[config.mk]
export PLATFORM = sky130hd
export DESIGN_NAME = bb3_divider
export DESIGN_NICKNAME = d
export VERILOG_FILES = /design/src/sv/bb3_pkg.sv /design/src/sv/bb3_divider.sv
export SDC_FILE = /design/constraint.sdc
export NUM_CORES = 1
export LEC_CHECK = 0
export BUFFER_PORTS_ARGS = -buffer_cell sky130_fd_sc_hd__buf_2
export CORE_MARGIN = 5
export CORE_UTILIZATION = 46
export CTS_CLUSTER_SIZE = 25
export DETAILED_ROUTE_END_ITERATION = 6
export PLACE_DENSITY = 0.78
export SETUP_SLACK_MARGIN = 0.5
export SYNTH_ARGS = -nofsm -noshare
export SYNTH_HDL_FRONTEND = slang
export SYNTH_SLANG_ARGS = --single-unit
export TNS_END_PERCENT = 10
[constraint.sdc]
create_clock -name clock -period 2 [get_ports clock]
set_input_delay 0.3 -clock clock [delete_from_list [all_inputs] [get_ports clock]]
set_output_delay 0.3 -clock clock [all_outputs]
set_load 0.01 [all_outputs]
[src/sv/bb3_pkg.sv]
// ----------------------------------------------------------------------------
// bb3_pkg: shared types and constants of the 3x3 box blur
// Word layouts, field widths, register indexes and setup states.
// ----------------------------------------------------------------------------
package bb3_pkg;

   // Field widths
   localparam int CHAN_BITS      = 8;
   localparam int PIX_BITS       = 3 * CHAN_BITS;
   localparam int WIDTH_BITS     = 11;
   localparam int HEIGHT_BITS    = 13;
   localparam int COUNT_BITS     = 23;
   localparam int ROW_BITS       = 12;
   localparam int CSR_DATA_BITS  = 13;
   localparam int CSR_INDEX_BITS = 2;

   // Defaults and limits
   localparam int DEF_MAX_WIDTH  = 1024;
   localparam int WIDTH_RESET    = 640;
   localparam int HEIGHT_RESET   = 480;
   localparam int HEIGHT_CAP     = 4096;
   localparam int NUM_LANES      = 3;
   localparam int WIN_CELLS      = 9;
   localparam int OUTQ_DEPTH     = 8;
   localparam int OUTQ_LVL_BITS  = $clog2(OUTQ_DEPTH + 1);

   // Register indexes
   localparam logic [CSR_INDEX_BITS-1:0] REG_FRAME_WIDTH  = 2'd0;
   localparam logic [CSR_INDEX_BITS-1:0] REG_FRAME_HEIGHT = 2'd1;

   // Lane order inside the merged word
   localparam int LANE_RED   = 0;
   localparam int LANE_GREEN = 1;
   localparam int LANE_BLUE  = 2;

   typedef struct packed {
      logic [CHAN_BITS-1:0] pix_red;
      logic [CHAN_BITS-1:0] pix_green;
      logic [CHAN_BITS-1:0] pix_blue;
   } req_word_type;

   typedef struct packed {
      logic [CHAN_BITS-1:0] out_red;
      logic [CHAN_BITS-1:0] out_green;
      logic [CHAN_BITS-1:0] out_blue;
      logic                 frame_end;
   } rsp_word_type;

   // Which neighbors of the output pixel lie inside the frame
   typedef struct packed {
      logic left;
      logic right;
      logic top;
      logic bottom;
   } nbr_type;

   typedef enum logic [2:0] {
      SEQ_LIMITS,
      SEQ_AREA,
      SEQ_LAST,
      SEQ_CLAMP,
      SEQ_DIVIDE,
      SEQ_RUN
   } seq_state_type;

endpackage

[src/sv/bb3_divider.sv]
// ----------------------------------------------------------------------------
// bb3_divider: restoring divider for counter setup
// One quotient bit per cycle; pulses done when quotient and remainder hold.
// ----------------------------------------------------------------------------
module bb3_divider (
   input  logic                           clock,
   input  logic                           reset,
   input  logic                           start,
   input  logic [bb3_pkg::COUNT_BITS-1:0] dividend,
   input  logic [bb3_pkg::WIDTH_BITS-1:0] divisor,
   output logic                           done,
   output logic [bb3_pkg::COUNT_BITS-1:0] quotient,
   output logic [bb3_pkg::WIDTH_BITS-1:0] remainder
);
   import bb3_pkg::*;

   localparam int STEP_BITS = $clog2(COUNT_BITS + 1);

   logic                  busy_ff;
   logic                  done_ff;
   logic [STEP_BITS-1:0]  step_ff;
   logic [COUNT_BITS-1:0] quo_ff;
   logic [WIDTH_BITS-1:0] rem_ff;
   logic [WIDTH_BITS:0]   trial;
   logic                  fits;
   logic [WIDTH_BITS:0]   diff;

   // Shift in the next dividend bit and try to subtract
   always_comb begin
      trial = {rem_ff, quo_ff[COUNT_BITS-1]};
      fits  = trial >= {1'b0, divisor};
      diff  = trial - {1'b0, divisor};
   end

   always_ff @(posedge clock) begin
      if (reset) begin
         busy_ff <= 1'b0;
         done_ff <= 1'b0;
         step_ff <= '0;
      end else begin
         done_ff <= 1'b0;
         if (start) begin
            busy_ff <= 1'b1;
            step_ff <= STEP_BITS'(COUNT_BITS);
         end else if (busy_ff) begin
            step_ff <= step_ff - 1'b1;
            if (step_ff == STEP_BITS'(1)) begin
               busy_ff <= 1'b0;
               done_ff <= 1'b1;
            end
         end
      end
      if (start) begin
         quo_ff <= dividend;
         rem_ff <= '0;
      end else if (busy_ff) begin
         quo_ff <= {quo_ff[COUNT_BITS-2:0], fits};
         rem_ff <= fits ? diff[WIDTH_BITS-1:0] : trial[WIDTH_BITS-1:0];
      end
   end

   assign done      = done_ff;
   assign quotient  = quo_ff;
   assign remainder = rem_ff;

endmodule

# After elaboration in Yosys (flattened, before gate mapping)
# Index checks and enable logic that the tools add are counted.
dict set report word_totals {
  latch_bits 0
  n_memories 0
  ff_bits 41
  out_inout_bits 35
  ram_bits 0
  word_cells 23
  rom_bits 0
  in_bits 37
}
dict set report op_classes {
  shift 0
  n_div 0
  eq_ne 1
  n_reduce_logical 3
  add_sub_neg 2
  bitwise 1
  magnitude_cmp 1
  multipliers 0
  muxes 9
}
# operator n
set ops {}
lappend ops {{$mux W23} 2}
lappend ops {{$ge A12 B11 Y1} 1}
lappend ops {{$mux W11} 1}
lappend ops {{$sub A11 B11 Y11} 1}
lappend ops {{$mux W5} 2}
lappend ops {{$eq A5 B1 Y1 const B} 1}
lappend ops {{$sub A5 B1 Y5 const B} 1}
lappend ops {{$mux W1} 4}
lappend ops {{$reduce_or A3 Y1} 1}
lappend ops {{$reduce_bool A2 Y1} 1}
lappend ops {{$reduce_or A2 Y1} 1}
lappend ops {{$not A1 Y1} 1}

# Logic depth before layout (Yosys ltp)
dict set report depth {
  depth_word 4
  mapped_depth 11
}

# Least setup slack after synthesis
# No wires, ideal clock.
dict set report synth_path {
  kind {register -> register}
  from {register quo_ff[22], in the netlist quotient[22]}
  to {register rem_ff[0], in the netlist remainder[0]}
  path_stages_with_launch 11
  setup_time_ns 0.079
  arrival_ns 2.257
  period_less_slack_ns 2.336
  n_path_buf 1
  slack_ns -0.336
  cell_sequence {edfxtp_1 -> inv_1 -> ha_1 -> fa_1 -> and2b_1 -> o31a_4 -> o21ai_2 -> a21o_1 -> buf_6 -> mux2_4 -> a211oi_2}
}
dict set report synth_between {
  elab_chain_cells 2
}
# element line_no
set synth_lines {}
lappend synth_lines {{start, declared} bb3_divider.sv:22} ;# logic [COUNT_BITS-1:0] quo_ff;
lappend synth_lines {{start signal, assigned} bb3_divider.sv:54} ;# quo_ff <= dividend;
lappend synth_lines {{start signal, assigned} bb3_divider.sv:57} ;# quo_ff <= {quo_ff[COUNT_BITS-2:0], fits};
lappend synth_lines {{$sub A11 B11 Y11 or $ge A12 B11 Y1 (tied branches)} {bb3_divider.sv:32, bb3_divider.sv:31}}
lappend synth_lines {{$mux W11 *} bb3_divider.sv:58} ;# rem_ff <= fits ? diff[WIDTH_BITS-1:0] : trial[WIDTH_BITS-1:0];
lappend synth_lines {{end signal, assigned} bb3_divider.sv:58}
lappend synth_lines {{end, declared} bb3_divider.sv:23} ;# logic [WIDTH_BITS-1:0] rem_ff;
# Mark *: on every way between the ends. The rest lies on a longest branch, timed or not.
# A chain may end at the register's enable or synchronous reset.

# Worst setup path after layout
dict set report layout_path {
  from {register quo_ff[22], in the netlist quotient[22]}
  to {register rem_ff[10], in the netlist remainder[10]}
}
# The elaborated chain is that of the path after synthesis.

==> impl_metrics.tcl <==
set metrics [dict create \
    cts_tree "built" \
    syn_area_um2 2270 \
    dpl.hpwl_um 4390 \
    critPathArrivalTime_ns 2.57 \
    core_um2 4750 \
    intPower_mw 1.63 \
    slowest_delay_ns 0.45 \
    cts_made_buffers 5 \
    fillers 383 \
    peakVddDrop_v 0.000551 \
    antenna_found_initial 0 \
    clkTransAtPathRegs_ns 0.08 \
    yosys_most_used_dff "edfxtp_1" \
    worst_slack_ns -0.329 \
    path_cells "inv_2 -> ha_4 -> fa_2 -> and2b_1 -> o31a_4 -> buf_4 -> o21a_1 -> o21ai_1 -> or4b_4 -> nand2_1" \
    clock_path_buffers 2 \
    synth_top_area_cell "edfxtp_1" \
    worstSetupEndpointType "register" \
    switching_power_uw 590 \
    crit_buf_inv 2 \
    layout_common_cells "71 x buf_2, 45 x buf_4, 24 x nor2_1, 23 x mux2_2, 23 x edfxtp_1" \
    critPathTopFamily "simple AND/OR/NAND/NOR gates" \
    first_pass_iters 4 \
    violations "negative setup slack" \
    gp_congestion 0.941 \
    clock_latency_ns 0.29 \
    drv_cap 0 \
    postCtsHoldBufs 0 \
    die_area_um2 6440 \
    grt_pass1_wl_um 8980 \
    hold_violations 0 \
    required_ns 2.24 \
    htree_levels 2 \
    whs_ns 0.260 \
    antenna_left 0 \
    slew_headroom_pct 59.0 \
    yosys_warnings 0 \
    timing.fmax_ghz 0.429 \
    clock_skew_ns 0.00763 \
    seqPwrFrac_pct 45.7 \
    clock_power_share_pct 29.3 \
    drc 0 \
    netlist_top_cells_area "edfxtp_1 30%, dfxtp_1 16%, mux2_2 11%" \
    post-route-cell-area_um2 3210 \
    synth_top_area_share_pct 30.4 \
    overflow 0 \
    via_per_inst 5.17 \
    grt_max_degree 32 \
    dp.cells 381 \
    hp-class "in -> reg" \
    vias 2038 \
    p_comb_share_pct 25.0 \
    finalMaxSlewViolations 0 \
    die_h_um 80.3 \
    ys_seq_area_share_pct 46.3 \
    n_antenna_cell 0 \
    routed_wl_um 5640 \
    synth.net_count 260 \
    track_usage_pct 17.8 \
    rsz0062_at_grt "true" \
    fin_nets 377 \
    numClockSinks 41 \
    fp-row-count 25 \
    wl_per_cell_um 14.3 \
    final_cells 394 \
    die_x_um 80.3 \
    leakagePower_nw 1.50 \
    avgSynthCellArea_um2 10.9 \
    synth-seq-cells 41 \
    worst_pin_slew_ns 0.616 \
    status "complete, but fails checks" \
    start_kind "register" \
    syn_inst 209 \
    synth_edf_count 23 \
    syn_to_final_growth_pct 41.3 \
    crit_fanout 3 \
    drive_gt1_share_pct 50.5 \
    finalSetupViolCount 12 \
    post-route-period-util_pct 116 \
    ios 72 \
    crit_slowest_cell "or4b_4" \
    io_buffers 71 \
    period_minus_slack_ns 2.33 \
    dr.first_iter.drc_count 85 \
    post_dp_cell_area_um2 3000 \
    powerDensity_nw_per_um2 692 \
    start_util_pct 47.8 \
    cts_root_buffer "clkbuf_8" \
    swShare_pct 26.6 \
    grt_pass1_vias 2017 \
    yosysUniqueCellTypes 42 \
    final_common_cell "buf_2" \
    critPathKind "reg -> reg" \
    async_flop_share_pct 0 \
]
-- worst reg2reg max path: cells and delay by family (launching register included) --
kind                     cells  cell delay [ns]
AND/OR/NAND/NOR              3             0.72
flip-flops                   1             0.42
buffers and inverters        2             0.24
adder cells (fa/ha/maj)      2             0.33
AO/OA/AOI/OAI                3             0.56
-- Yosys cell counts (2+ instances only) --
library cell and instances:
a2111o_1 2, a211oi_1 2, a21o_1 2, a21oi_1 7
a311oi_1 2, a32oi_1 4, buf_1 2, clkbuf_1 4
dfxtp_1 18, edfxtp_1 23, ha_1 13, inv_1 16
mux2_2 23, nand2_1 11, nand2b_1 4, nand3b_1 2
nand4_1 2, nor2_1 24, nor3_1 4, nor4_1 2
o211ai_1 2, o21a_1 3, o21ai_0 7, o311a_1 2
o31ai_1 3, xnor2_1 5, xor2_1 5
-- final timing paths --
kind	to	depth (start not counted)	slack, ns	from
worst max-delay path	remainder[10]	10	-0.33	quotient[22]
worst min-delay path	step_ff[4]	2	0.26	reset
worst max register to register	remainder[10]	10	-0.33	quotient[22]
worst min register to register	remainder[10]	2	0.56	remainder[10]
-- registers in the layout (all words and copies together), names as in the netlist --
signal,flops
quotient,23
remainder,11
step_ff,5
busy_ff,1
done,1
-- kinds of logic (layout without fill, tap and decap cells) --
kind of cell               after synthesis  after routing  share of synthesized area [%]
and+or+nand+nor                         54             54                           11.2
AOI/OAI and AO/OA                       42             42                           14.1
DFF                                     41             41                           46.3
muxes                                   24             24                           12.1
buffers and inverters                   24            142                           4.46
adders and majority gates               14             14                           8.04
xor gates and xnor gates                10             10                           3.85
-- layer usage --
metal	part of all wire [%]	track usage, %	up-vias
met5	0	0	-
met4	1.8	5.41	0
met3	7.1	4.48	14
met2	48	30.3	73
met1	43	22.1	951
li1	-	-	1000
-- metrics by stage --
| stage | utilization (%) | worst slack [ns] | TNS [ns] | power (mW) |
|---|---|---|---|---|
| after floorplan | - | -0.325 | -2.63 | 1.31 |
| after global placement | 63.1 | -0.318 | -2.83 | 1.54 |
| after detailed placement | 63.1 | -0.424 | -3.96 | 1.56 |
| after CTS | 66.4 | -0.333 | -2.50 | 2.22 |
| after global routing | 67.5 | -0.392 | -3.09 | 2.33 |
| final | 67.5 | -0.329 | -2.17 | 2.22 |
-- final cells by class --
type                    count  area [um2]  area share [%]
well taps                  67        83.8            2.61
flip-flops and latches     41        1050            32.8
inverters                  16        60.1            1.87
repair buffers            118         724            22.6
clock buffers               5        68.8            2.14
clock inverters             3        41.3            1.29
multi-input cells         144        1180            36.7
-- what timing repair did --
action | 4_1_cts | 5_1_grt
setup endpoints to repair | 12 | 17
resized for setup | 8 | 7
pin swaps | 11 | 3
buffers inserted | 3 | 2
-- power by group through the flow --
stage                     combinational (mW)  sequential (mW)  clock [mW]
after global placement                 0.510             1.03           0
final                                  0.555             1.02       0.650
after floorplan                        0.251             1.06           0
after detailed placement               0.523             1.03           0
after CTS                              0.544             1.02       0.659
after global routing                   0.611             1.02       0.697
Power figures use the tool's default switching activity.
