### src/sv/bb3_pkg.sv
// ----------------------------------------------------------------------------
// bb3_pkg: shared types and constants of the 3x3 box blur
// Word layouts, field widths, register indexes and setup states.
// ----------------------------------------------------------------------------
package bb3_pkg;

   // Field widths
   localparam int CHAN_BITS      = 8;
   localparam int PIX_BITS       = 3 * CHAN_BITS;
   localparam int WIDTH_BITS     = 11;
   localparam int HEIGHT_BITS    = 13;
   localparam int COUNT_BITS     = 23;
   localparam int ROW_BITS       = 12;
   localparam int CSR_DATA_BITS  = 13;
   localparam int CSR_INDEX_BITS = 2;

   // Defaults and limits
   localparam int DEF_MAX_WIDTH  = 1024;
   localparam int WIDTH_RESET    = 640;
   localparam int HEIGHT_RESET   = 480;
   localparam int HEIGHT_CAP     = 4096;
   localparam int NUM_LANES      = 3;
   localparam int WIN_CELLS      = 9;
   localparam int OUTQ_DEPTH     = 8;
   localparam int OUTQ_LVL_BITS  = $clog2(OUTQ_DEPTH + 1);

   // Register indexes
   localparam logic [CSR_INDEX_BITS-1:0] REG_FRAME_WIDTH  = 2'd0;
   localparam logic [CSR_INDEX_BITS-1:0] REG_FRAME_HEIGHT = 2'd1;

   // Lane order inside the merged word
   localparam int LANE_RED   = 0;
   localparam int LANE_GREEN = 1;
   localparam int LANE_BLUE  = 2;

   typedef struct packed {
      logic [CHAN_BITS-1:0] pix_red;
      logic [CHAN_BITS-1:0] pix_green;
      logic [CHAN_BITS-1:0] pix_blue;
   } req_word_type;

   typedef struct packed {
      logic [CHAN_BITS-1:0] out_red;
      logic [CHAN_BITS-1:0] out_green;
      logic [CHAN_BITS-1:0] out_blue;
      logic                 frame_end;
   } rsp_word_type;

   // Which neighbors of the output pixel lie inside the frame
   typedef struct packed {
      logic left;
      logic right;
      logic top;
      logic bottom;
   } nbr_type;

   typedef enum logic [2:0] {
      SEQ_LIMITS,
      SEQ_AREA,
      SEQ_LAST,
      SEQ_CLAMP,
      SEQ_DIVIDE,
      SEQ_RUN
   } seq_state_type;

endpackage

### src/sv/bb3_merge_q.sv
// ----------------------------------------------------------------------------
// bb3_merge_q: lane merge and result queue
// Packs the three lane means with the frame flag and queues result words.
// ----------------------------------------------------------------------------
module bb3_merge_q (
   input  logic                              clock,
   input  logic                              reset,
   input  logic                              push,
   input  logic [bb3_pkg::CHAN_BITS-1:0]     lane_mean [3],
   input  logic                              frame_end,
   output logic                              rsp_valid,
   input  logic                              rsp_ready,
   output bb3_pkg::rsp_word_type             rsp_data,
   output logic [bb3_pkg::OUTQ_LVL_BITS-1:0] level
);
   import bb3_pkg::*;

   localparam int PTR_BITS = $clog2(OUTQ_DEPTH);

   rsp_word_type              slot_ff [OUTQ_DEPTH];
   rsp_word_type              merged;
   logic [PTR_BITS-1:0]       wr_ptr_ff;
   logic [PTR_BITS-1:0]       rd_ptr_ff;
   logic [OUTQ_LVL_BITS-1:0]  level_ff;
   logic                      pop;

   // Combine the lanes into one result word
   always_comb begin
      merged.out_red   = lane_mean[LANE_RED];
      merged.out_green = lane_mean[LANE_GREEN];
      merged.out_blue  = lane_mean[LANE_BLUE];
      merged.frame_end = frame_end;
      pop              = rsp_valid && rsp_ready;
   end

   always_ff @(posedge clock) begin
      if (push) begin
         slot_ff[wr_ptr_ff] <= merged;
      end
   end

   // Advance pointers and track the fill level
   always_ff @(posedge clock) begin
      if (reset) begin
         wr_ptr_ff <= '0;
         rd_ptr_ff <= '0;
         level_ff  <= '0;
      end else begin
         if (push) begin
            wr_ptr_ff <= wr_ptr_ff + 1'b1;
         end
         if (pop) begin
            rd_ptr_ff <= rd_ptr_ff + 1'b1;
         end
         case ({push, pop})
            2'b10:   level_ff <= level_ff + 1'b1;
            2'b01:   level_ff <= level_ff - 1'b1;
            default: level_ff <= level_ff;
         endcase
      end
   end

   assign rsp_valid = level_ff != '0;
   assign rsp_data  = slot_ff[rd_ptr_ff];
   assign level     = level_ff;

endmodule

### config.mk
export PLATFORM = sky130hd
export DESIGN_NAME = bb3_merge_q
export DESIGN_NICKNAME = d
export VERILOG_FILES = /design/src/sv/bb3_pkg.sv /design/src/sv/bb3_merge_q.sv
export SDC_FILE = /design/constraint.sdc
export NUM_CORES = 1
export LEC_CHECK = 0
export BUFFER_PORTS_ARGS = -buffer_cell sky130_fd_sc_hd__buf_2
export CAP_MARGIN = 20
export CORE_MARGIN = 3
export CORE_UTILIZATION = 45
export CTS_BUF_LIST = sky130_fd_sc_hd__clkbuf_8
export DETAILED_ROUTE_END_ITERATION = 7
export SETUP_SLACK_MARGIN = 0.2
export SYNTH_ARGS = -nofsm -noshare
export SYNTH_HDL_FRONTEND = slang
export SYNTH_SLANG_ARGS = --single-unit
### constraint.sdc
create_clock -name clock -period 3.1 [get_ports clock]
set_input_delay 0.31 -clock clock [delete_from_list [all_inputs] [get_ports clock]]
set_output_delay 0.31 -clock clock [all_outputs]
set_load 0.02 [all_outputs]
# Yosys cells after proc, flatten, opt, wreduce, memory -nomap -nowiden
# Memory sizes are Yosys's and may differ from the RTL's. A register that Yosys moved wholly into a read port is not among the register bits.
# Cells that the tools add are included.
op_classes:
  n_addsub: 4
  n_eq_ne: 2
  n_mux: 5
  reduce_logical: 3
op_table:
  columns: ["cell", "n"]
  rows:
  - ["one-hot mux 4 bit (2 select lines)", 1]
  - ["adder 3 x 1 -> 3 bit (second input constant)", 2]
  - ["two-way mux 3 bit", 2]
  - ["adder 4 x 1 -> 4 bit (second input constant)", 1]
  - ["nonzero test 4 bit", 1]
  - ["subtractor 4 x 1 -> 4 bit (second input constant)", 1]
  - ["equality test 2 x 1 -> 1 bit (second input constant)", 1]
  - ["equality test 2 bit (second input constant)", 1]
  - ["two-way mux 1 bit", 2]
  - ["nonzero test 2 bit", 1]
  - ["logical AND 1 bit", 1]
totals:
  reg_bits: 10
  ram_bits: 200
  in_bits: 29
  out_inout_bits: 30
  wordCells: 18
  n_memories: 1
mem_list:
  columns: ["name", "words", "width", "read_ports", "rd_clocked_by_memory_dff", "wr", "line_no", "source"]
  rows:
  - ["slot_ff", 8, 25, 1, 1, 1, "bb3_merge_q.sv:20", "rsp_word_type slot_ff [OUTQ_DEPTH];"]

# Logic depth before layout (Yosys ltp)
depth:
  depth_word: 4
  mapped_depth: 10
  mapped_depth_nobuf: 10

# Worst setup path after synthesis
# OpenSTA, ideal clock, no wires.
synth_timing:
  path_kind: "register to register"
  start: "register wr_ptr_ff[2]"
  end: "memory slot_ff[0][0] in the netlist's numbering, enable pin"
  setup_time_ps: 438
  arrival_ps: 2232
  required_ps: 2662
  path_slack_ps: 430
  path_stages_with_launch: 3
  path_buffers: 0
  period_less_slack_ps: 2670
  cell_sequence: "dfxtp_1 -> nand2b_1 -> nor3_1"
synth_rtl:
  columns: ["element", "line_no", "source"]
  rows:
  - ["start, declared", "bb3_merge_q.sv:22", "logic [PTR_BITS-1:0] wr_ptr_ff;"]
  - ["start signal, assigned", "bb3_merge_q.sv:50", "wr_ptr_ff <= wr_ptr_ff + 1'b1;"]
  - ["end, declared", "bb3_merge_q.sv:20", null]
# Straight into the memory's write port.

# Worst setup path after layout
layout_timing:
  start: "register level_ff[1], in the netlist level[1]"
  end: "register level_ff[2], in the netlist level[2]"
layout_between:
  elab_chain_len: 4
  elab_cells_between_ends: 8
  classes_between: "2 x add/sub; 2 x eq/ne; 1 x mux; 3 x reduce/logical"
layout_rtl:
  columns: ["element", "line_no", "source"]
  rows:
  - ["start, declared", "bb3_merge_q.sv:24", "logic [OUTQ_LVL_BITS-1:0] level_ff;"]
  - ["start signal, assigned", "bb3_merge_q.sv:56", "2'b10: level_ff <= level_ff + 1'b1;"]
  - ["start signal, assigned", "bb3_merge_q.sv:57", "2'b01: level_ff <= level_ff - 1'b1;"]
  - ["start signal, assigned", "bb3_merge_q.sv:58", "default: level_ff <= level_ff;"]
  - ["parallel branches: the longest is 4 deep, another holds subtractor 4 x 1 -> 4 bit", null, null]
# Parallel ways; which one is timed is not known.
# A chain may end at the register's enable or synchronous reset.

==> results.txt <==
----------------------------------------------------
[Power and ir drop]
  Total design power ... 6999 uW
  Maximum resistive drop on vdd ... 0.2881 mV
  PD cells ... 724.6 mW/mm^2
  Static power due to leakage ... 0.003296 uW

[Route]
  Total detailed-routing wirelength ... 15,450 um
  Average vias per placed instance ... 5.500
  Total iterations of the first detailed-routing run ... 4
  Routed length per placed instance ... 21.94 um
  Via count ... 3,872
  Initial drt markers ... 269
  Post-route DRC ... 0
  DRT antenna net count ... 0

[Clock network]
  Largest buffer count on any clock path ... 3
  Number of H-tree branching levels ... 2
  CTS-repair resized insts ... 0
  Buffer type at the clock tree root ... sky130_fd_sc_hd__clkbuf_8
  Clock sink count ... 213
  Number of setup buffers added after CTS ... 0
  Number of buffers created by CTS ... 35
  Hold buffer count at CTS ... 0
  TritonCTS clock tree ... built
  Clock latency on the worst-skew pair ... 0.50 ns
  Clock input transition at the sequential cells of the worst setup and hold paths ... 0.06 ns

[Final layout]
  Final Util ... 0.5341
  Number of antenna cells inserted ... 0
  Proportion of layout cells with a drive suffix above 1 ... 0.3242
  Fillers ... 1,388
  Area added between synthesis and finish ... 15.85%
  Nets ... 487

[Timing]
  Final max-slew violation count ... 0
  Worst hold slack across all endpoints ... 0.07167 ns
  Transition at the pin with the smallest max-transition slack ... 0.6166 ns
  Setup repair after global routing missed its margin ... no
  Relative slew margins ... 0.5867
  Final Hold Vio Count ... 0
  Max Clock Skew ... 0.009315 ns
  Setup TNS ... 0 ns
  Final setup violation count ... 0
  Highest Clock Rate ... 383.8 MHz
  Final period util ... 0.8406
  Fin crit period ... 2.606 ns

[Synth]
  Number of enable-type register cells in the synthesized netlist ... 200
  Most used flip-flop cell after synthesis ... sky130_fd_sc_hd__edfxtp_1
  Net count after synthesis ... 396
  Avg Cell Area, Syn ... 23.03 um^2
  FFs w/ async S/R, synth ... 0
  Area share of the leading cell type in the synthesized netlist ... 0.7203
  Most frequent cell after synthesis ... sky130_fd_sc_hd__edfxtp_1
  Largest area contributor in the netlist ... sky130_fd_sc_hd__edfxtp_1
  Synth unique cells ... 26
  Gate Count Post-Synth ... 362
  Sequential share of the synthesized area ... 0.7515
  Count of synthesis-stage warnings from yosys ... 0
  Seq cells post-synth ... 213
  Main area contributors after synthesis ... sky130_fd_sc_hd__edfxtp_1 72%, sky130_fd_sc_hd__mux4_1 16%, sky130_fd_sc_hd__mux2_2 3.6%
  Cell area after technology mapping ... 0.008338 mm^2
  Top post-synthesis cells by count ... 200 x sky130_fd_sc_hd__edfxtp_1, 50 x sky130_fd_sc_hd__mux4_1, 27 x sky130_fd_sc_hd__mux2_2

[Setup path]
  CP arrival ... 3.04 ns
  Required time of the critical path ... 3.53 ns
  Worst Setup Start Kind ... register
  Critical Path Start ... level[1]
  Worst setup EP type ... register
  Minimum setup slack among reg-to-reg paths ... 0.49 ns
  Destination of the worst register-to-register timing path ... level[2]
  Reg2reg path depth ... 10
  Crit path max fanout ... 7
  Type of the setup path with the least slack ... register to register
  Capture point of the worst path ... level[2]
  Critical register-to-register path startpoint ... level[1]

[Floorplanning]
  Floorplan die width ... 142.1 um
  Top-level I/O count ... 59
  Effective utilization at floorplan ... 0.4610
  Placement row count ... 49
  Overall die area ... 0.02020 mm^2
  Die height ... 142.1 um
  Core outline area ... 0.01809 mm^2

[Place]
  DPL Wire Length ... 8358 um
  Global placement routability congestion ... 0.6584
  Count of buffers from port buffering ... 58

[GRT]
  Vias in the first global route ... 4,095
  Gr usage total ... 0.1571
  Largest net degree at the start of global routing ... 51
  GR Overflow Total ... 0
  Wire length of the first global-routing pass ... 23,610 um
  Initial antenna violation count ... 2

[Worst hold path]
  Path type of the worst min-delay path ... input port to register

[Outcome]
  Status ... finished clean

[Job]
  Max-cap violation count ... 0

----------------------------------------------------
final cells by class:
class | count | area, um^2 | area share
sequential | 213 | 6269 | 0.6490
clock inverter | 23 | 153.9 | 0.01593
timing repair buffer | 71 | 437.9 | 0.04534
inverter | 2 | 7.507 | 0.0007772
clock buffer | 36 | 495.5 | 0.05130
tap | 229 | 286.5 | 0.02966
multi-input combinational | 130 | 2009 | 0.2080
report_power, final:
group          internal (uW)  switching (uW)  leakage, uW
clock                   1250            1040     0.000367
sequential              3260            66.0      0.00192
combinational            667             721      0.00100
total                   5170            1830      0.00330
per-stage QoR:
step	setup slack, ns	instances	cell area [um^2]
6_report	0.4941	704	9659
5_1_grt	0.2977	704	9659
4_1_cts	0.5031	704	9659
3_5_place_dp	0.5181	645	9010
3_3_place_gp	0.6685	645	9010
2_1_floorplan	0.4296	362	8338
layer usage:
layer / track usage / wire, um
met2: 0.2440 / 7382
met4: 0.05000 / 282
met1: 0.2166 / 6851
met5: 0 / 38
met3: 0.04704 / 891
cell usage in the layout (no fill, tap or decap), types with 4 or more instances in the layout:
cell | netlist | layout
sky130_fd_sc_hd__ha_1 | 5 | 5
sky130_fd_sc_hd__mux4_1 | 50 | 50
sky130_fd_sc_hd__nor2_4 | 0 | 6
sky130_fd_sc_hd__dfxtp_1 | 13 | 11
sky130_fd_sc_hd__clkinv_1 | 0 | 5
sky130_fd_sc_hd__nand2_1 | 6 | 6
sky130_fd_sc_hd__clkinv_2 | 0 | 5
sky130_fd_sc_hd__nor2_1 | 15 | 9
sky130_fd_sc_hd__buf_4 | 0 | 9
sky130_fd_sc_hd__mux2_2 | 27 | 27
sky130_fd_sc_hd__buf_2 | 1 | 58
sky130_fd_sc_hd__xor2_1 | 6 | 6
sky130_fd_sc_hd__buf_12 | 0 | 4
sky130_fd_sc_hd__edfxtp_1 | 200 | 200
sky130_fd_sc_hd__clkbuf_8 | 0 | 36
sky130_fd_sc_hd__inv_1 | 2 | 11
how the worst min path moves through the flow:
stage                           to  cells after the start  slack [ns]          start
floorplan            slot_ff[0][0]                      0        0.41      frame_end
finish               slot_ff[3][4]                      1        0.07   lane_mean[3]
detailed placement        register                      2        0.48   rd_ptr_ff[1]
global placement          register                      2        0.47   rd_ptr_ff[1]
CTS                  slot_ff[3][4]                      1        0.03   lane_mean[3]
global route        slot_ff[4][12]                      1        0.04  lane_mean[11]
critical path: stages, from the launching register on:
cell	delay, ns
sky130_fd_sc_hd__dfxtp_1	0.37
sky130_fd_sc_hd__or4_4	0.57
sky130_fd_sc_hd__nand2_1	0.13
sky130_fd_sc_hd__inv_1	0.08
sky130_fd_sc_hd__ha_1	0.25
sky130_fd_sc_hd__xor2_1	0.18
sky130_fd_sc_hd__ha_1	0.19
sky130_fd_sc_hd__a21oi_1	0.17
sky130_fd_sc_hd__xor2_1	0.11
sky130_fd_sc_hd__or3_1	0.31
sky130_fd_sc_hd__a21oi_1	0.16
state kept, by name (all words and copies together) (netlist names), named ones only:
name,cells
slot_ff,200
level,4
wr_ptr_ff,3
rd_ptr_ff,3
cells by family after synthesis:
group	after synthesis	share of synthesized area
muxes	79	0.1964
buffers and inverters	19	0.01411
and+or+nand+nor	33	0.01861
xor gates and xnor gates	7	0.007353
DFF	213	0.7515
adders and majority gates	5	0.007503
AOI/OAI and AO/OA	6	0.004501
Power figures use the tool's default switching activity.
