[src/sv/bb3_pkg.sv]
// ----------------------------------------------------------------------------
// bb3_pkg: shared types and constants of the 3x3 box blur
// Word layouts, field widths, register indexes and setup states.
// ----------------------------------------------------------------------------
package bb3_pkg;

   // Field widths
   localparam int CHAN_BITS      = 8;
   localparam int PIX_BITS       = 3 * CHAN_BITS;
   localparam int WIDTH_BITS     = 11;
   localparam int HEIGHT_BITS    = 13;
   localparam int COUNT_BITS     = 23;
   localparam int ROW_BITS       = 12;
   localparam int CSR_DATA_BITS  = 13;
   localparam int CSR_INDEX_BITS = 2;

   // Defaults and limits
   localparam int DEF_MAX_WIDTH  = 1024;
   localparam int WIDTH_RESET    = 640;
   localparam int HEIGHT_RESET   = 480;
   localparam int HEIGHT_CAP     = 4096;
   localparam int NUM_LANES      = 3;
   localparam int WIN_CELLS      = 9;
   localparam int OUTQ_DEPTH     = 8;
   localparam int OUTQ_LVL_BITS  = $clog2(OUTQ_DEPTH + 1);

   // Register indexes
   localparam logic [CSR_INDEX_BITS-1:0] REG_FRAME_WIDTH  = 2'd0;
   localparam logic [CSR_INDEX_BITS-1:0] REG_FRAME_HEIGHT = 2'd1;

   // Lane order inside the merged word
   localparam int LANE_RED   = 0;
   localparam int LANE_GREEN = 1;
   localparam int LANE_BLUE  = 2;

   typedef struct packed {
      logic [CHAN_BITS-1:0] pix_red;
      logic [CHAN_BITS-1:0] pix_green;
      logic [CHAN_BITS-1:0] pix_blue;
   } req_word_type;

   typedef struct packed {
      logic [CHAN_BITS-1:0] out_red;
      logic [CHAN_BITS-1:0] out_green;
      logic [CHAN_BITS-1:0] out_blue;
      logic                 frame_end;
   } rsp_word_type;

   // Which neighbors of the output pixel lie inside the frame
   typedef struct packed {
      logic left;
      logic right;
      logic top;
      logic bottom;
   } nbr_type;

   typedef enum logic [2:0] {
      SEQ_LIMITS,
      SEQ_AREA,
      SEQ_LAST,
      SEQ_CLAMP,
      SEQ_DIVIDE,
      SEQ_RUN
   } seq_state_type;

endpackage

[src/sv/bb3_lane.sv]
// ----------------------------------------------------------------------------
// bb3_lane: one color channel of the blur
// Masked sum of the window, then a reciprocal multiply for the mean.
// ----------------------------------------------------------------------------
module bb3_lane (
   input  logic                          clock,
   input  logic [bb3_pkg::CHAN_BITS-1:0] cells [9],
   input  bb3_pkg::nbr_type              nbr,
   output logic [bb3_pkg::CHAN_BITS-1:0] mean
);
   import bb3_pkg::*;

   localparam int SUM_BITS  = CHAN_BITS + 4;
   localparam int SHIFT     = CHAN_BITS + 7;
   localparam int RW        = SHIFT + 1;
   localparam int PROD_BITS = SUM_BITS + RW;

   localparam logic [RW-1:0] RECIP_1 = RW'(1 << SHIFT);
   localparam logic [RW-1:0] RECIP_2 = RW'(((1 << SHIFT) + 1) / 2);
   localparam logic [RW-1:0] RECIP_3 = RW'(((1 << SHIFT) + 2) / 3);
   localparam logic [RW-1:0] RECIP_4 = RW'(((1 << SHIFT) + 3) / 4);
   localparam logic [RW-1:0] RECIP_6 = RW'(((1 << SHIFT) + 5) / 6);
   localparam logic [RW-1:0] RECIP_9 = RW'(((1 << SHIFT) + 8) / 9);

   logic [WIN_CELLS-1:0] use_cell;
   logic [SUM_BITS-1:0]  sum_in;
   logic [SUM_BITS-1:0]  sum_ff;
   logic [1:0]           ncols;
   logic [1:0]           nrows;
   logic [3:0]           cnt_in;
   logic [3:0]           cnt_ff;
   logic [RW-1:0]        recip;
   logic [PROD_BITS-1:0] prod_ff;

   // Keep only the neighbors inside the frame
   always_comb begin
      for (int col = 0; col < 3; col++) begin
         for (int row = 0; row < 3; row++) begin
            use_cell[col * 3 + row] = !((col == 0) && !nbr.left)
                                   && !((col == 2) && !nbr.right)
                                   && !((row == 0) && !nbr.top)
                                   && !((row == 2) && !nbr.bottom);
         end
      end
      sum_in = '0;
      for (int n = 0; n < WIN_CELLS; n++) begin
         if (use_cell[n]) begin
            sum_in = sum_in + SUM_BITS'(cells[n]);
         end
      end
      ncols  = 2'd1 + 2'(nbr.left) + 2'(nbr.right);
      nrows  = 2'd1 + 2'(nbr.top) + 2'(nbr.bottom);
      cnt_in = 4'(ncols) * 4'(nrows);
   end

   // Reciprocal of the neighbor count, rounded up
   always_comb begin
      case (cnt_ff)
         4'd1:    recip = RECIP_1;
         4'd2:    recip = RECIP_2;
         4'd3:    recip = RECIP_3;
         4'd4:    recip = RECIP_4;
         4'd6:    recip = RECIP_6;
         default: recip = RECIP_9;
      endcase
   end

   // Sum stage, then product stage
   always_ff @(posedge clock) begin
      sum_ff  <= sum_in;
      cnt_ff  <= cnt_in;
      prod_ff <= PROD_BITS'(sum_ff) * PROD_BITS'(recip);
   end

   assign mean = prod_ff[SHIFT +: CHAN_BITS];

endmodule

[config.mk]
export PLATFORM = sky130hd
export DESIGN_NAME = bb3_lane
export DESIGN_NICKNAME = d
export VERILOG_FILES = /design/src/sv/bb3_pkg.sv /design/src/sv/bb3_lane.sv
export SDC_FILE = /design/constraint.sdc
export NUM_CORES = 1
export LEC_CHECK = 0
export BUFFER_PORTS_ARGS = -buffer_cell sky130_fd_sc_hd__buf_4
export CELL_PAD_IN_SITES_DETAIL_PLACEMENT = 0
export CELL_PAD_IN_SITES_GLOBAL_PLACEMENT = 1
export CORE_MARGIN = 5
export CORE_UTILIZATION = 51
export DETAILED_ROUTE_END_ITERATION = 12
export PLACE_DENSITY = 0.88
export SLEW_MARGIN = 0
export SYNTH_ARGS = -nofsm -noshare
export SYNTH_HDL_FRONTEND = slang
export SYNTH_SLANG_ARGS = --single-unit
[constraint.sdc]
create_clock -name clock -period 21 [get_ports clock]
set_clock_uncertainty 0.2 [all_clocks]
set_input_delay 3.15 -clock clock [delete_from_list [all_inputs] [get_ports clock]]
set_output_delay 3.15 -clock clock [all_outputs]
set_load 0.05 [all_outputs]
## Word-level counts from Yosys, hierarchy flattened

Cells that the tools add are included.

- Register bits: 39
- Input port bits: 77
- Output and inout port bits: 8
- Word-level logic and storage cells: 35

- $add $sub $neg: 12
- Multiply operators: 2
- Eq/ne operators: 5
- Mux-type cells: 9
- Reduce and logical (&&, ||, !) cells: 4

Operator list:

| cell | number |
|---|---|
| adder 12 x 8 -> 12 bit | 7 |
| two-way mux 12 bit | 7 |
| case mux 16 bit (5 select lines) | 1 |
| multiplier 12 x 16 -> 23 bit | 1 |
| adder 8 x 8 -> 9 bit | 1 |
| equality test 4 x 2 -> 1 bit, second input constant | 2 |
| equality test 4 x 3 -> 1 bit, second input constant | 2 |
| two-way mux 8 bit | 1 |
| adder 1 x 1 -> 2 bit, first input constant | 2 |
| adder 2 x 1 -> 2 bit | 2 |
| equality test 4 x 1 -> 1 bit, second input constant | 1 |
| logical AND 1 bit | 4 |
| multiplier 2 x 2 -> 4 bit | 1 |

## Depth between registers and ports, before layout

Gate-level depths: netlist (run 1).

- Word-level depth: 17
- Depth in mapped cells: 48
- Depth with buffers taken out: 46

## Worst setup path after synthesis (run 1)

OpenSTA, ideal clock, no wires.

- Path type: input-to-reg
- Start: in nbr[1] (netlist name)
- End: reg sum_ff[11]
- Library setup time: 0.124 ns
- Arrival time: 11.248 ns
- Data required time: 20.676 ns
- Path slack: 9.427 ns
- Stages on the path: 46
- Path buffers: 2
- Path through: buf_2 -> clkbuf_1 -> and3_1 -> ha_1 -> inv_1 -> fa_1 -> nor2b_1 -> nor2_1 -> xnor2_1 -> nand2_1 -> inv_1 -> ha_1 -> a211oi_1 -> nor2_1 -> o41ai_1 -> ha_1 -> nor2b_1 -> or2_2 -> [... 10 more ...] -> mux2_2 -> ha_1 -> o21a_1 -> o31a_1 -> a211oi_1 -> a21o_1 -> ha_1 -> inv_1 -> a21oi_1 -> nor2_1 -> mux2_2 -> ha_1 -> a21oi_1 -> nor2b_1 -> nor2_1 -> nor3_1 -> nand4b_1 -> xor2_1

- Cells in the longest elaborated chain, start to end: 17
- Elaborated cells on any way between the ends: 18
- Those cells by class: 8 x add/sub; 8 x mux; 2 x reduce/logical

RTL lines:

| item | line | text |
|---|---|---|
| start, declared | bb3_lane.sv:8 | `input bb3_pkg::nbr_type nbr,` |
| logical AND 1 bit | bb3_lane.sv:41 | `&& !((row == 0) && !nbr.top)` |
| two-way mux 8 bit | bb3_lane.sv:47 | `if (use_cell[n]) begin` |
| adder 8 x 8 -> 9 bit | bb3_lane.sv:48 | `sum_in = sum_in + SUM_BITS'(cells[n]);` |
| two-way mux 12 bit | bb3_lane.sv:47 |  |
| adder 12 x 8 -> 12 bit | bb3_lane.sv:48 |  |
| two-way mux 12 bit | bb3_lane.sv:47 |  |
| adder 12 x 8 -> 12 bit | bb3_lane.sv:48 |  |
| two-way mux 12 bit | bb3_lane.sv:47 |  |
| adder 12 x 8 -> 12 bit (2 in a row) | bb3_lane.sv:48 |  |
| two-way mux 12 bit | bb3_lane.sv:47 |  |
| adder 12 x 8 -> 12 bit | bb3_lane.sv:48 |  |
| two-way mux 12 bit (*) | bb3_lane.sv:47 |  |
| adder 12 x 8 -> 12 bit | bb3_lane.sv:48 |  |
| two-way mux 12 bit (*) | bb3_lane.sv:47 |  |
| adder 12 x 8 -> 12 bit | bb3_lane.sv:48 |  |
| two-way mux 12 bit (*) | bb3_lane.sv:47 |  |
| named net sum_in[11] | bb3_lane.sv:26 | `logic [SUM_BITS-1:0] sum_in;` |
| end signal, assigned | bb3_lane.sv:70 | `sum_ff <= sum_in;` |
| end, declared | bb3_lane.sv:27 | `logic [SUM_BITS-1:0] sum_ff;` |

The timed path passes the listed nets; every way through them passes the cells marked *.

## Final worst setup path (run 1)

Same ends and word-level chain as after synthesis.

==> impl_metrics.py, run 1 <==
metrics = {
    "power": {
        "combPwrFrac": 0.906,
        "power_frac_seq": 0.060,
        "p_leak_uw": 0.00481,
        "clock_power_share": 0.034,
        "p_int_uw": 808,
        "switchingPower_uw": 914,
        "power_uw": 1720,
        "vdd_drop_max_uv": 251,
        "power.density_nw_per_um2": 178,
        "swShare": 0.531,
    },
    "placement": {
        "place_ws_ns": 8.68,
        "dp_hpwl_microns": 18400,
        "place_congestion": 0.916,
        "dpl.cell_count": 1313,
        "io_buffers": 84,
    },
    "detailed_routing": {
        "vias": 7112,
        "drc_errors": 0,
        "firstDrtPassIters": 5,
        "via_per_inst": 5.40,
        "first_iter_violations": 392,
        "wl_per_cell_microns": 15.8,
        "routed_wl_microns": 20900,
        "ant_nets": 0,
    },
    "setup_path": {
        "slowest_delay_ns": 0.50,
        "path_common_cell": "ha_1",
        "cpLargestDelayFamily": "adder cells",
        "reg2reg_depth": 22,
        "cp.required_ns": 20.95,
        "path_buf_inv": 4,
        "r2r_slack_ns": 14.13,
        "cp-start-kind": "input port",
        "crit_path_top_delay_cell": "o41ai_1",
        "critical_path_class": "input port to register",
        "worstPathArrival_ns": 12.02,
        "regToRegEndpoint": "prod_ff[22]",
        "reg2reg_from": "cnt_ff[0]",
        "cp-end-kind": "register",
        "cp_max_fo": 29,
    },
    "global_route": {
        "grt_pass1_wl_microns": 34900,
        "grt_overflow": 0,
        "track_usage": 0.214,
        "grt_max_degree": 30,
        "first_global_vias": 7230,
        "antenna_found_initial": 0,
    },
    "clocking": {
        "cts_setup_buffers": 0,
        "cts_made_buffers": 3,
        "clk-insertion-delay-late_ns": 0.27,
        "hold_buffers": 0,
        "root_buffer": "clkbuf_16",
        "clock_path_buffers": 2,
        "cts.sinks": 24,
        "htreeDepth": 1,
        "cts.repair.resized": 0,
        "clk_pin_slew_ns": 0.08,
        "cts_tree": "done",
    },
    "sta": {
        "slew_headroom": 0.353,
        "setup_violations": 0,
        "hold_viol": 0,
        "slew_viol_final": 0,
        "fin_crit_sh": 0.575,
        "setup_tns_ns": 0,
        "fmax_ghz": 0.0829,
        "fin_ws_ns": 8.93,
        "rsz0062_at_grt": "false",
        "tightest_slew_ns": 0.970,
        "period_minus_slack_ns": 12.07,
    },
    "floorplanning": {
        "die_x_microns": 141,
        "fp.dieArea_sq_um": 19800,
        "num_io_pins": 85,
        "initial_core_util": 0.522,
        "fp.dieH_microns": 141,
        "fp-row-count": 47,
        "core-area_sq_um": 16700,
    },
    "hold_path": {
        "hold_depth": 4,
        "holdPathEnd": "prod_ff[22]",
        "holdCritPathClass": "register to register",
        "hold_start": "sum_ff[9]",
    },
    "yosys": {
        "syn_inst": 1026,
        "ys.flop_type": "dfxtp_1",
        "ys_types": 70,
        "synth_edf_count": 0,
        "synth_seq_cells": 24,
        "syn_area_per_cell_sq_um": 8.50,
        "yosysWarningCount": 0,
        "syn_area_sq_um": 8720,
        "ys_async_sr_fraction": 0,
        "synth_nets": 1340,
        "ys_seq_area_frac": 0.0551,
    },
    "final_layout": {
        "drive_gt1_frac": 0.119,
        "area_growth_pct": 11.0,
        "regArea_sq_um": 480,
        "final_common_cell": "inv_1",
        "multiInputGateArea_sq_um": 7540,
        "mostFrequentLayoutCells": "inv_1, fa_1, ha_1",
        "diodes": 0,
        "final_cells": 1317,
        "final_util": 0.579,
        "fillCellCount": 1595,
        "nets": 1412,
    },
    "outcome": {
        "outcome": "complete, no violations",
    },
    "job": {
        "cap_violations": 0,
    },
}
[sequential cells by signal, summed over array words and instances, names as in the netlist]
signal,count
sum_ff,12
cnt_ff,4
prod_ff,8
[worst max-delay path by stage]
stage                       from          to  slack (ns)  cells past startpoint
after floorplan           nbr[1]  sum_ff[11]        9.43                     46
after global placement    nbr[1]  sum_ff[10]        8.87                     43
after detailed placement  nbr[1]  sum_ff[11]        8.68                     46
after CTS                 nbr[1]  sum_ff[11]        8.92                     46
after global routing      nbr[1]  sum_ff[11]        8.05                     42
final                     nbr[1]  sum_ff[11]        8.93                     42
[worst reg2reg max path, stage by stage, from the launching register on]
cell      delay, ns
dfxtp_1        0.40
or3_1          0.42
nand3b_1       0.46
and2_1         0.31
inv_1          0.11
fa_1           0.51
inv_1          0.06
fa_1           0.50
fa_1           0.56
inv_1          0.06
fa_1           0.53
inv_1          0.06
fa_1           0.47
ha_1           0.32
a21o_1         0.16
a21o_1         0.17
a22oi_1        0.25
o211ai_1       0.20
and3_1         0.25
nor4_1         0.31
o31ai_1        0.18
a21oi_1        0.20
xnor2_1        0.14
[power groups by stage]
| stage | logic [uW] | clock network [uW] | registers (uW) |
|---|---|---|---|
| after floorplan | 1210 | 0 | 116 |
| after global placement | 1530 | 0 | 104 |
| after detailed placement | 1570 | 0 | 104 |
| after CTS | 1580 | 58.4 | 104 |
| after global routing | 1830 | 61.0 | 107 |
| final | 1560 | 58.1 | 104 |
[area by class of cell]
| class | count | share of cell area |
|---|---|---|
| repair buffers | 88 | 0.0683 |
| clock buffers | 3 | 0.00776 |
| flip-flops and latches | 24 | 0.0497 |
| well taps | 220 | 0.0284 |
| inverters | 163 | 0.0632 |
| clock inverters | 1 | 0.00310 |
| multi-input cells | 818 | 0.780 |
[stage by stage]
step	instance area (sq um)	hold slack (ns)
floorplan	8720	0.521
global placement	9570	0.661
detailed placement	9570	0.673
CTS	9680	0.669
global route	9680	0.704
finish	9680	0.658
[layer usage]
| metal | GRT usage | wire length, microns | up-vias |
|---|---|---|---|
| met5 | 0 | 0 | - |
| met4 | 0.0377 | 306 | 0 |
| met3 | 0.0183 | 919 | 21 |
| met2 | 0.376 | 10300 | 181 |
| met1 | 0.293 | 9360 | 3347 |
| li1 | - | - | 3563 |
[synth_stat cells (12+ instances only)]
| library cell | n | area (sq um) |
|---|---|---|
| o21ai_0 | 44 | 220 |
| dfxtp_1 | 24 | 480 |
| a21o_1 | 22 | 165 |
| xnor2_1 | 48 | 420 |
| o21a_1 | 12 | 90.1 |
| fa_1 | 127 | 2540 |
| nand3_1 | 14 | 70.1 |
| clkbuf_1 | 16 | 60.1 |
| ha_1 | 110 | 1380 |
| nor3_1 | 13 | 65.1 |
| nor2b_1 | 16 | 100 |
| inv_1 | 162 | 608 |
| a21oi_1 | 51 | 255 |
| xor2_1 | 16 | 140 |
| nor2_1 | 68 | 255 |
| nand2_1 | 97 | 364 |
| and2_1 | 30 | 188 |
[logic make-up after synthesis]
group	synth area share
compound gates	0.164
flops	0.0551
mux	0.0211
fa+ha+maj	0.449
buf+inv	0.0805
simple gates	0.166
xor+xnor	0.0643
No activity file was read; power rests on OpenSTA's default activity.
==> inputs of run 2 (changes only) <==
CORE_UTILIZATION = 48   (was 51)
PLACE_DENSITY = 0.84   (was 0.88)
clock period = 12.5 ns   (was 21 ns; I/O delays follow)
==> impl_metrics.py, run 2 (same netlist as run 1, synthesis figures left out) <==
metrics = {
    "detailed_routing": {
        "wl_per_cell_microns": 15.4,
        "drc_errors": 0,
        "routed_wl_microns": 20400,
        "vias": 7011,
        "via_per_inst": 5.29,
        "first_iter_violations": 404,
        "ant_nets": 0,
        "firstDrtPassIters": 5,
    },
    "floorplanning": {
        "core-area_sq_um": 17900,
        "initial_core_util": 0.487,
        "num_io_pins": 85,
        "fp-row-count": 49,
        "fp.dieH_microns": 145,
        "die_x_microns": 145,
        "fp.dieArea_sq_um": 21000,
    },
    "setup_path": {
        "cp_max_fo": 29,
        "crit_path_top_delay_cell": "o41ai_1",
        "cp-end-kind": "register",
        "critical_path_class": "input port to register",
        "slowest_delay_ns": 0.54,
        "cpLargestDelayFamily": "adder cells",
        "path_buf_inv": 4,
        "path_common_cell": "ha_1",
        "reg2reg_depth": 22,
        "worstPathArrival_ns": 10.77,
        "cp-start-kind": "input port",
        "cp.depth": 46,
        "cp.required_ns": 12.45,
    },
    "hold_path": {
        "holdCritPathClass": "register to register",
        "hold_depth": 4,
    },
    "final_layout": {
        "final_common_cell": "inv_1",
        "largest_reg_flops": 12,
        "diodes": 0,
        "nets": 1412,
        "reg_top3": "sum_ff: 12 flops, prod_ff: 8 flops, cnt_ff: 4 flops",
        "fillCellCount": 1725,
        "area_growth_pct": 11.0,
        "mostFrequentLayoutCells": "inv_1, fa_1, ha_1",
        "drive_gt1_frac": 0.118,
        "top_register": "sum_ff",
        "final_cells": 1326,
    },
    "power": {
        "power.density_nw_per_um2": 303,
        "p_int_uw": 1360,
        "swShare": 0.535,
        "combPwrFrac": 0.907,
        "switchingPower_uw": 1570,
        "power_uw": 2930,
        "clock_power_share": 0.032,
        "p_leak_uw": 0.00481,
        "vdd_drop_max_uv": 321,
        "power_frac_seq": 0.061,
    },
    "clocking": {
        "clock_path_buffers": 2,
        "hold_buffers": 0,
        "clk_pin_slew_ns": 0.06,
        "cts.repair.resized": 0,
        "cts_setup_buffers": 0,
        "cts.sinks": 24,
        "cts_tree": "done",
        "htreeDepth": 1,
        "root_buffer": "clkbuf_16",
        "clk-insertion-delay-late_ns": 0.26,
        "cts_made_buffers": 3,
    },
    "global_route": {
        "antenna_found_initial": 0,
        "grt_pass1_wl_microns": 34600,
        "grt_max_degree": 30,
        "first_global_vias": 7262,
        "track_usage": 0.205,
        "grt_overflow": 0,
    },
    "sta": {
        "rsz0062_at_grt": "false",
        "period_minus_slack_ns": 10.83,
        "setup_tns_ns": 0,
        "setup_violations": 0,
        "slew_headroom": 0.437,
        "fin_crit_sh": 0.866,
        "fmax_ghz": 0.0924,
        "tightest_slew_ns": 0.845,
        "hold_viol": 0,
        "slew_viol_final": 0,
        "whs_ns": 0.678,
    },
    "outcome": {
        "outcome": "complete, no violations",
    },
    "job": {
        "cap_violations": 0,
    },
    "placement": {
        "io_buffers": 84,
        "dpl.cell_count": 1322,
        "dp_hpwl_microns": 18000,
        "place_congestion": 0.888,
    },
}
[run 2: changes by cell type in the layout (fill, tap and decap cells not counted)]
cell and change:
nor4b_1 +1, nor4b_2 -1
[run 2: worst min-delay path, stage by stage, from the launching register on]
cell and delay [ns]:
dfxtp_1 0.38, nand2_1 0.10, xnor2_1 0.08, xnor2_1 0.14, xnor2_1 0.13
[run 2: per-stage QoR]
step | utilization | instance area [sq um] | setup WS [ns]
2_1_floorplan | - | 8720 | 2.20
3_3_place_gp | 0.535 | 9580 | 1.68
3_5_place_dp | 0.535 | 9580 | 1.41
4_1_cts | 0.541 | 9680 | 1.69
5_1_grt | 0.541 | 9680 | 0.831
6_report | 0.541 | 9680 | 1.67
[run 2: final timing paths]
check	to	start	slack [ns]
max	sum_ff[11]	nbr[1]	1.67
min	prod_ff[22]	sum_ff[9]	0.68
max reg2reg	prod_ff[22]	cnt_ff[0]	5.50
min reg2reg	prod_ff[22]	sum_ff[9]	0.68
[run 2: power by group through the flow]
stage / registers [uW] / logic, uW / clock network, uW
final: 179 / 2660 / 92.3
after global placement: 181 / 2640 / 0
after global routing: 183 / 3080 / 97.9
after detailed placement: 179 / 2670 / 0
after CTS: 177 / 2710 / 94.5
after floorplan: 196 / 2030 / 0
[run 2: per-layer routing]
metal  vias up  global-route usage  part of all wire  wire, microns
li1       3561                   -                 -              -
met1      3288               0.272              0.45           9190
met4         0              0.0594             0.023            471
met2       132               0.356              0.49          10100
met3        30              0.0194             0.032            654
met5         -                   0                 0              0
[run 2: final cells by class]
cell class | count | area, sq um | share of cell area
Multi-Input combinational cell | 818 | 7540 | 0.778
Sequential cell | 24 | 480 | 0.0496
Inverter | 163 | 612 | 0.0632
Clock buffer | 3 | 75.1 | 0.00775
Timing Repair Buffer | 88 | 661 | 0.0682
Clock inverter | 1 | 30.0 | 0.00310
Tap cell | 229 | 287 | 0.0296
